## src/rtl/aabb_pkg.sv

```systemverilog
// ---------------------------------------------------------------------------
// aabb_pkg
// Shared types, codes and helpers for the box collision tester.
// ---------------------------------------------------------------------------
package aabb_pkg;

   localparam int FRAC_BITS_DEF = 16;
   localparam int VEC_W         = 32;
   localparam int WIDE_W        = 66;
   localparam int JOB_W         = 4;

   localparam logic [2:0] MODE_LOAD   = 3'd0;
   localparam logic [2:0] MODE_MOVE   = 3'd1;
   localparam logic [2:0] MODE_BOX    = 3'd2;
   localparam logic [2:0] MODE_SPHERE = 3'd3;
   localparam logic [2:0] MODE_PLANE  = 3'd4;

   typedef logic signed [VEC_W-1:0]  vec_type;
   typedef logic signed [WIDE_W-1:0] wide_type;

   typedef enum logic [3:0] {
      ST_IDLE, ST_PREP, ST_MUL, ST_ACC, ST_DIST, ST_SQRT_GO, ST_SQRT_WAIT,
      ST_DIV_GO, ST_DIV_WAIT, ST_DONE
   } state_type;

   typedef enum logic [2:0] {
      MUL_SQ_V, MUL_SQ_S, MUL_EXT, MUL_DOT, MUL_DIR
   } mul_op_type;

   typedef enum logic [2:0] {
      ACC_SUM, ACC_S2, ACC_R, ACC_DOT, ACC_DIR
   } acc_op_type;

   typedef struct packed {
      logic       load_req;
      logic       prep;
      logic       mul_go;
      mul_op_type mul_op;
      logic       acc_go;
      acc_op_type acc_op;
      logic [1:0] idx;
      logic       dist_go;
      logic       sqrt_go;
      logic       div_go;
      logic       out_load;
   } cmd_type;

   typedef struct packed {
      logic [2:0] mode;
      logic       sqrt_done;
      logic       len_zero;
      logic       div_done;
      logic       out_free;
   } status_type;

   function automatic vec_type sat32(input wide_type v);
      if (v > 66'sd2147483647) begin
         return 32'sh7fffffff;
      end else if (v < -66'sd2147483648) begin
         return 32'sh80000000;
      end
      return v[VEC_W-1:0];
   endfunction

endpackage

```

## src/rtl/aabb_ctrl.sv

```systemverilog
// ---------------------------------------------------------------------------
// aabb_ctrl
// Sequencer: steps the datapath through the job list of each mode.
// ---------------------------------------------------------------------------
module aabb_ctrl import aabb_pkg::*; (
   input  logic       clock,
   input  logic       reset,
   input  logic       req_tvalid,
   output logic       req_tready,
   input  status_type status,
   output cmd_type    cmd
);

   state_type        state_ff, state_in;
   logic [JOB_W-1:0] job_ff, job_in;
   mul_op_type       job_mul;
   acc_op_type       job_acc;
   logic [1:0]       job_idx;

   // job decode: mode and job number give the multiply and its use
   always_comb begin
      job_mul = MUL_SQ_V;
      job_acc = ACC_SUM;
      job_idx = job_ff[1:0];
      if (status.mode == MODE_PLANE) begin
         if (job_ff < 4'd3) begin
            job_mul = MUL_EXT;
            job_acc = ACC_R;
         end else if (job_ff < 4'd6) begin
            job_mul = MUL_DOT;
            job_acc = ACC_DOT;
            job_idx = 2'(job_ff - 4'd3);
         end else begin
            job_mul = MUL_DIR;
            job_acc = ACC_DIR;
            job_idx = 2'(job_ff - 4'd6);
         end
      end else if (job_ff == 4'd3) begin
         job_mul = MUL_SQ_S;
         job_acc = ACC_S2;
         job_idx = 2'd0;
      end
   end

   always_comb begin
      state_in = state_ff;
      job_in   = job_ff;
      case (state_ff)
         ST_IDLE: begin
            if (req_tvalid) begin
               state_in = ST_PREP;
            end
         end
         ST_PREP: begin
            job_in = '0;
            if (status.mode == MODE_BOX || status.mode == MODE_SPHERE ||
                status.mode == MODE_PLANE) begin
               state_in = ST_MUL;
            end else begin
               state_in = ST_DONE;
            end
         end
         ST_MUL: state_in = ST_ACC;
         ST_ACC: begin
            if (status.mode == MODE_PLANE && job_ff == 4'd5) begin
               state_in = ST_DIST;
            end else if (status.mode == MODE_PLANE && job_ff == 4'd8) begin
               state_in = ST_DONE;
            end else if ((status.mode == MODE_BOX && job_ff == 4'd2) ||
                         (status.mode == MODE_SPHERE && job_ff == 4'd3)) begin
               state_in = ST_SQRT_GO;
            end else begin
               job_in   = job_ff + 4'd1;
               state_in = ST_MUL;
            end
         end
         ST_DIST: begin
            job_in   = job_ff + 4'd1;
            state_in = ST_MUL;
         end
         ST_SQRT_GO: state_in = ST_SQRT_WAIT;
         ST_SQRT_WAIT: begin
            job_in = '0;
            if (status.sqrt_done) begin
               state_in = status.len_zero ? ST_DONE : ST_DIV_GO;
            end
         end
         ST_DIV_GO: state_in = ST_DIV_WAIT;
         ST_DIV_WAIT: begin
            if (status.div_done) begin
               if (job_ff == 4'd2) begin
                  state_in = ST_DONE;
               end else begin
                  job_in   = job_ff + 4'd1;
                  state_in = ST_DIV_GO;
               end
            end
         end
         ST_DONE: begin
            if (status.out_free) begin
               state_in = ST_IDLE;
            end
         end
         default: state_in = ST_IDLE;
      endcase
   end

   always_comb begin
      cmd        = '0;
      cmd.mul_op = job_mul;
      cmd.acc_op = job_acc;
      cmd.idx    = job_idx;
      req_tready = 1'b0;
      case (state_ff)
         ST_IDLE: begin
            req_tready   = 1'b1;
            cmd.load_req = req_tvalid;
         end
         ST_PREP:     cmd.prep    = 1'b1;
         ST_MUL:      cmd.mul_go  = 1'b1;
         ST_ACC:      cmd.acc_go  = 1'b1;
         ST_DIST:     cmd.dist_go = 1'b1;
         ST_SQRT_GO:  cmd.sqrt_go = 1'b1;
         ST_DIV_GO: begin
            cmd.div_go = 1'b1;
            cmd.idx    = job_ff[1:0];
         end
         ST_DONE:     cmd.out_load = status.out_free;
         default:     cmd = '0;
      endcase
   end

   always_ff @(posedge clock) begin
      job_ff <= job_in;
      if (reset) begin
         state_ff <= ST_IDLE;
      end else begin
         state_ff <= state_in;
      end
   end

endmodule

```

## config.mk

```make
export PLATFORM = sky130hd
export DESIGN_NAME = aabb_ctrl
export DESIGN_NICKNAME = d
export VERILOG_FILES = /design/src/rtl/aabb_pkg.sv /design/src/rtl/aabb_ctrl.sv
export SDC_FILE = /design/constraint.sdc
export NUM_CORES = 1
export LEC_CHECK = 0
export BUFFER_PORTS_ARGS = -buffer_cell sky130_fd_sc_hd__buf_2
export CORE_MARGIN = 5
export CORE_UTILIZATION = 55
export DETAILED_ROUTE_END_ITERATION = 10
export PLACE_DENSITY_LB_ADDON = 0.15
export SLEW_MARGIN = 10
export SYNTH_ARGS = -nofsm -noshare
export SYNTH_HDL_FRONTEND = slang
export SYNTH_SLANG_ARGS = --single-unit
```

## constraint.sdc

```tcl
create_clock -name clock -period 3.8 [get_ports clock]
set_clock_uncertainty 0.05 [all_clocks]
set_input_delay 0.76 -clock clock [delete_from_list [all_inputs] [get_ports clock]]
set_output_delay 0.76 -clock clock [all_outputs]
set_load 0.01 [all_outputs]
```

# == After elaboration in Yosys (flattened, before gate mapping) ==
# Index checks and enable logic that the tools add are counted.
# word_totals
wordCells,81
rom_bits,0
regBits,8
mem_count,0
input_bits,10
latchBits,0
ramBits,0
out_inout_bits,17
# classes
bitwise_logic,0
shifts,0
magnitude_cmp,2
div_mod_pow,0
addsub,3
reduce_logical,14
n_eq_ne,24
n_mux,36
mul,0
# op_table
operator,n
$mux W4,14
$pmux W4 S10,1
$eq A4 B3 Y1 const B,5
$eq A4 B2 Y1 const B,4
$ne A2 B2 Y1 const B,8
$pmux W4 S4,1
$mux W3,5
$eq A4 B4 Y1 const B,3
$mux W1,10
$mux W2,4
$reduce_or A8 Y1,1
$reduce_or A7 Y1,1
$eq A3 B2 Y1 const B,2
$reduce_and A6 Y1,1
$add A4 B1 Y4 const B,1
$eq A4 B1 Y1 const B,1
$logic_and A1 B1 Y1,4
$logic_not A4 Y1,1
$lt A4 B2 Y1 const B,1
$lt A4 B3 Y1 const B,1
$pmux W2 S2,1
$reduce_and A4 Y1,1
$reduce_bool A4 Y1,1
$sub A2 B2 Y2 const B,2
other kinds (3),5

# == Depth between registers and ports, before layout ==
# Gate-level depths: netlist of the first run.
# depth
word_depth,7
ltp_mapped,7

# == Least setup slack after synthesis of the first run ==
# OpenSTA, ideal clock, no wires.
# synth_path
kind,input -> output
from,input port status[4] (netlist name)
to,output port cmd[11] (netlist name)
path_stages,4
path_buffers,1
slack_ns,1.082
arrival_time_ns,1.908
cell_sequence,nor3b_1 -> o21ai_0 -> a211oi_1 -> buf_4
# synth_rtl
item,line,text
"start, declared",aabb_ctrl.sv:10,"input status_type status,"
"end, declared",aabb_ctrl.sv:11,output cmd_type cmd

==> results of run 1 <==
-- worst paths after layout --
kind | start | end | slack, ns | depth (start not counted)
setup / recovery | job_ff[1]$_SDFFCE_PP0P_ | cmd[5] | 0.82 | 8
hold / removal | job_ff[0]$_SDFFCE_PP0P_ | job_ff[0]$_SDFFCE_PP0P_ | 0.67 | 1
setup reg to reg | job_ff[0]$_SDFFCE_PP0P_ | job_ff[2]$_SDFFCE_PP0P_ | 1.77 | 7
hold reg to reg | job_ff[0]$_SDFFCE_PP0P_ | job_ff[0]$_SDFFCE_PP0P_ | 0.67 | 1
-- worst max-delay path: stages, from the launching register on --
cell	delay, ns
edfxtp_1	0.49
inv_1	0.18
ha_1	0.28
or2_2	0.28
a211oi_1	0.24
a311oi_1	0.09
o21ai_0	0.16
nand2_1	0.07
buf_2	0.15
-- cells by family (layout without fill, tap and decap cells) --
kind of cell / after synthesis / in the layout / share of synthesized area, %
buf+inv: 13 / 33 / 7.333
flops: 8 / 8 / 21.33
fa+ha+maj: 4 / 4 / 5.334
simple gates: 61 / 61 / 36.13
compound gates: 32 / 32 / 24.54
mux: 4 / 4 / 4.400
xor+xnor: 1 / 1 / 0.9335
-- flip-flops by register name (all words and copies together), names as in the netlist --
signal	count
job_ff	4
state_ff	4
-- power by group through the flow --
stage | Combinational, W | Clock, W | Sequential, W
final | 0.000344 | 0.0000658 | 0.000221
after global routing | 0.000381 | 0.0000745 | 0.000234
after CTS | 0.000342 | 0.0000706 | 0.000219
after detailed placement | 0.000340 | 0 | 0.000221
after global placement | 0.000335 | 0 | 0.000218
after floorplan | 0.000300 | 0 | 0.000162
-- area by class of cell --
class | count | share of cell area [%]
repair buffers | 26 | 12.29
inverters | 3 | 1.064
well taps | 17 | 2.009
clock buffers | 4 | 2.482
flip-flops and latches | 8 | 18.91
multi-input cells | 102 | 63.24
-- cells in the mapped netlist, drive strengths merged, types with 4 or more instances --
master and number:
a21oi 8, and3 4, buf 5, clkbuf 5, dfxtp 4, edfxtp 4, ha 4, nand2 7
nand2b 4, nor2 16, nor2b 6, nor3 6, o21ai 8
-- layer usage --
metal | up-vias | routed length, microns | track usage, %
met5 | - | 0 | 0
met3 | 2 | 183 | 1.166
met4 | 0 | 8 | 6.550
met2 | 49 | 1156 | 33.05
met1 | 440 | 1051 | 27.27
li1 | 493 | - | -
-- through the flow --
step / area [sq um] / utilization [%] / instances / setup WS [ns]
2_1_floorplan: 938.4 / - / 123 / 1.082
3_3_place_gp: 1032 / 61.80 / 156 / 0.9319
3_5_place_dp: 1032 / 61.80 / 156 / 0.8917
4_1_cts: 1059 / 63.37 / 160 / 0.8150
5_1_grt: 1059 / 63.37 / 160 / 0.6825
6_report: 1059 / 63.37 / 160 / 0.8180
==> results.cfg, run 1 <==
[floorplan]
die_area_sq_um = 2632
io_pins = 27
initial_core_util_pct = 56.18
dieWidth_microns = 51.31
die_h_microns = 51.31
fp.coreArea_sq_um = 1670
rows = 15

[timing]
min_period_ns = 2.982
hold_violations = 0
setup_violations = 0
setup_tns_ns = 0
rsz0062_at_grt = no
maxSlewHeadroom_pct = 65.99
holdWs_ns = 0.6708
finalCritPeriodShare_pct = 78.47
clock.fmax_ghz = 0.3353
slew_viol_final = 0
worst_pin_slew_ns = 0.5055

[job]
max_cap_violations = 0

[clock_tree]
clock_latency_ns = 0.24
clkSinkCount = 8
ctsResizeCount = 0
clk_path_buf_depth = 2
cts_setup_buffers = 0
clk_pin_slew_worst_paths_ns = 0.05
tritoncts = done
cts.htree.levels = 1
cts_buffers = 3
clockRootBuffer = clkbuf_4
cts_hold_buf = 0

[route]
drc = 0
totalWireLength_microns = 2399
vias_per_cell = 6.150
wl_per_cell_microns = 14.99
first_pass_iters = 4
vias = 984
drt-initial-drc-count = 30
drtAntennaViolNets = 0

[global_routing]
grt_remaining_overflow = 0
grt_pass1_vias = 912
grt_usage_pct = 19.87
grt_pass1_wl_microns = 4077
antenna_found_initial = 0
grt_max_degree = 17

[cells_and_area]
fill_cells = 160
layout_common_cells = buf_2 (26), nor2_1 (16), a21oi_1 (8)
nets = 158
multi_input_area_sq_um = 669.4
area_growth_pct = 12.80
layout_commonest_cell = buf_2
regArea_sq_um = 200.2
diodes = 0
drive_gt1_share_pct = 24.48

[placement]
place_congestion = 0.8702
hpwlAfterDp_microns = 1848
port_buffers = 26

[pwr]
sw_frac_of_total_pct = 49.02
p_clk_share_pct = 10.4
p_leak_nw = 0.4570
power.internal_w = 0.0003216
finalPower_w = 0.0006309
power.switching_w = 0.0003093
seqPwrFrac_pct = 35.0
ir_drop_uv = 446.6
power_frac_comb_pct = 54.6
power_density_nw_per_um2 = 596.1

[synth]
synth_cells = 123
ys_ff_latch = 8
ys_async_sr_fraction_pct = 0
syn-mean-instance-area_sq_um = 7.629
synth_area_sq_um = 938.4
synth.largest_area_cell = edfxtp_1
synth.distinct_cells = 44
yosysWarnings = 0
synth.area.top_cells = edfxtp_1 (13%), dfxtp_1 (8.5%), nor2_1 (6.4%)
synth_nets = 137
synth_edf_count = 4
yosys_most_used_dff = edfxtp_1
yosysSeqAreaShare_pct = 21.33
synth.top_cell.area_share_pct = 12.80

[setup_path]
setup.worst_path.end_class = output port
critical_path_peak_fanout = 7
start_kind = register
cp.arrival_ns = 2.17
required_ns = 2.99
path_class = reg -> out

[run_status]
outcome = finished, final reports clean

[hold_path]
min_path_type = reg -> reg
No activity file was read; power rests on OpenSTA's default activity.
==> inputs of run 2 (changes only) <==
--- a/config.mk
+++ b/config.mk
@@ -5,9 +5,10 @@
 export SDC_FILE = /design/constraint.sdc
 export NUM_CORES = 1
 export LEC_CHECK = 0
+export ABC_AREA = 1
 export BUFFER_PORTS_ARGS = -buffer_cell sky130_fd_sc_hd__buf_2
 export CORE_MARGIN = 5
-export CORE_UTILIZATION = 55
+export CORE_UTILIZATION = 45
 export DETAILED_ROUTE_END_ITERATION = 10
 export PLACE_DENSITY_LB_ADDON = 0.15
 export SLEW_MARGIN = 10
==> constraint.sdc (replaced) <==
create_clock -name clock -period 2.55 [get_ports clock]
set_clock_uncertainty 0.05 [all_clocks]
set_input_delay 0.51 -clock clock [delete_from_list [all_inputs] [get_ports clock]]
set_output_delay 0.51 -clock clock [all_outputs]
set_load 0.01 [all_outputs]
==> run 2 against run 1 <==
Total power up 52%. Cell area up 1.3%. Sequential cell count unchanged. Worst hold slack worse by 0.25 ns. Core utilization down 7.6 points. Die area up 13%. Sequential share of layout area down 0.24 points. Synthesized area down 4.4%. Critical path type unchanged. Critical endpoint is now cmd[8]. Largest cell class unchanged. Highest routed layer unchanged.
==> results.cfg, run 2 <==
[run_status]
outcome = finished, final reports clean

[floorplan]
rows = 16
io_pins = 27
dieWidth_microns = 54.65
fp.coreArea_sq_um = 1922
die_h_microns = 54.65
initial_core_util_pct = 46.68
die_area_sq_um = 2987

[route]
first_pass_iters = 4
vias_per_cell = 4.972
totalWireLength_microns = 2250
drt-initial-drc-count = 21
drtAntennaViolNets = 0
vias = 1064
wl_per_cell_microns = 10.51
drc = 0

[synth]
yosysWarnings = 0
synth_cells = 159
synth_edf_count = 4
yosysSeqAreaShare_pct = 22.32
synth_most_common_cell = nand2_1
synth.distinct_cells = 22
synth_area_sq_um = 897.1
synthTopCellsByCount = nand2_1 (40), nor2_1 (29), inv_1 (26)
yosys_most_used_dff = edfxtp_1
synth.top_cell.area_share_pct = 16.74
synth_nets = 173
syn-mean-instance-area_sq_um = 5.642
ys_async_sr_fraction_pct = 0
synth.area.top_cells = nand2_1 (17%), edfxtp_1 (13%), nor2_1 (12%)
ys_ff_latch = 8
synth.largest_area_cell = nand2_1

[timing]
setup_violations = 0
finalCritPeriodShare_pct = 91.87
hold_violations = 0
min_period_ns = 2.343
maxSlewHeadroom_pct = 72.73
rsz0062_at_grt = no
slew_viol_final = 0
setup_tns_ns = 0
finalWorstSetupSlack_ns = 0.2073
worst_pin_slew_ns = 0.4090
clock.fmax_ghz = 0.4269

[pwr]
power.switching_w = 0.0004753
seqPwrFrac_pct = 29.6
ir_drop_uv = 451.2
power.internal_w = 0.0004830
p_leak_nw = 0.6375
power_density_nw_per_um2 = 893.7
power_frac_comb_pct = 59.5
p_clk_share_pct = 11.0
sw_frac_of_total_pct = 49.60

[clock_tree]
clk_path_buf_depth = 2
clkSinkCount = 8
clock_latency_ns = 0.26
cts.htree.levels = 1
clk_pin_slew_worst_paths_ns = 0.05
tritoncts = done
cts_setup_buffers = 0
ctsResizeCount = 0
clockRootBuffer = clkbuf_4
cts_hold_buf = 0
cts_buffers = 3

[cells_and_area]
reg_top3 = job_ff (4), state_ff (4)
design_area_sq_um = 1072
regArea_sq_um = 200.2
layout_common_cells = nand2_1 (40), nor2_1 (29), inv_1 (26), buf_2 (26), nand3_1 (15)
nets = 202
fill_cells = 213
layout_commonest_cell = nand2_1
area_growth_pct = 19.53
multi_input_area_sq_um = 569.3
diodes = 0
drive_gt1_share_pct = 19.79

[placement]
port_buffers = 26
pre_cts_slack_ns = 0.3825
place_area_sq_um = 1046
place_congestion = 0.8550
hpwlAfterDp_microns = 1899

[setup_path]
setup.worst_path.end_class = output port
critical_path_peak_fanout = 7
worstReg2RegStart = job_ff[1]$_SDFFCE_PP0P_
path_class = reg -> out
start_kind = register
required_ns = 1.99
cp.arrival_ns = 1.78
cp-startpoint = state_ff[0]$_SDFFE_PP0P_

[job]
max_cap_violations = 0

[hold_path]
min_path_type = in -> reg
hold_start = reset

[global_routing]
grt_pass1_vias = 928
grt_max_degree = 9
grt_pass1_wl_microns = 3677
grt_usage_pct = 16.84
antenna_found_initial = 0
grt_remaining_overflow = 0
==> run 2: changes by cell type in the layout (fill, tap and decap cells not counted), moves of 6 or more <==
cell,previous run,this run
nand2_1,7,40
inv_1,3,26
nor2_1,16,29
nand3_1,3,15
nor2b_1,6,0
==> run 2: metal layers <==
metal  share of wire [%]  up-vias  track usage (%)  routed length, microns
li1                    -      557                -                       -
met3                 9.1        2            4.360                     205
met1                  45      457            20.59                    1003
met5                   0        -                0                       0
met4                0.49        0            4.564                      11
met2                  46       48            28.74                    1029
==> run 2: area by class of cell <==
class,instances,area share [%]
inverters,28,9.802
well taps,27,3.151
clock buffers,4,2.450
repair buffers,27,12.84
flip-flops and latches,8,18.67
multi-input cells,120,53.09
==> run 2: final timing paths <==
path | to | slack (ns) | cells past startpoint
worst max-delay path | cmd[8] | 0.21 | 9
worst min-delay path | state_ff[2]$_SDFFE_PP0P_ | 0.42 | 2
worst min register to register | job_ff[0]$_SDFFCE_PP0P_ | 0.59 | 1
worst max register to register | job_ff[1]$_SDFFCE_PP0P_ | 0.65 | 7
==> run 2: through the flow <==
step           hold WS, ns  cells  util, %  power [W]
4_1_cts             0.4132    214    55.79  0.0009659
3_5_place_dp        0.5897    210    54.43  0.0008560
3_3_place_gp        0.5895    210    54.43  0.0008462
6_report            0.4197    214    55.79  0.0009583
5_1_grt             0.4195    214    55.79   0.001058
2_1_floorplan       0.5291    159        -  0.0006939
==> run 2: cell families after synthesis <==
| logic type | count (synthesis) | synth area share, % |
|---|---|---|
| flip-flops | 8 | 22.32 |
| AND/OR/NAND/NOR | 96 | 45.61 |
| buffers and inverters | 31 | 14.23 |
| adder cells (fa/ha/maj) | 4 | 5.579 |
| AO/OA/AOI/OAI | 20 | 12.27 |
==> run 2: power by group through the flow <==
stage | sequential [W] | clock [W] | combinational, W
floorplan | 0.000265 | 0 | 0.000429
global placement | 0.000283 | 0 | 0.000563
detailed placement | 0.000285 | 0 | 0.000571
CTS | 0.000282 | 0.000110 | 0.000573
global route | 0.000292 | 0.000119 | 0.000647
finish | 0.000284 | 0.000105 | 0.000570
==> run 2: critical path: stages, from the launching register on <==
cell	delay [ns]
dfxtp_1	0.45
inv_1	0.11
nor2_1	0.20
nand2_1	0.12
inv_1	0.07
nor2_1	0.05
nand2_1	0.10
inv_1	0.06
nor3_1	0.19
buf_2	0.18
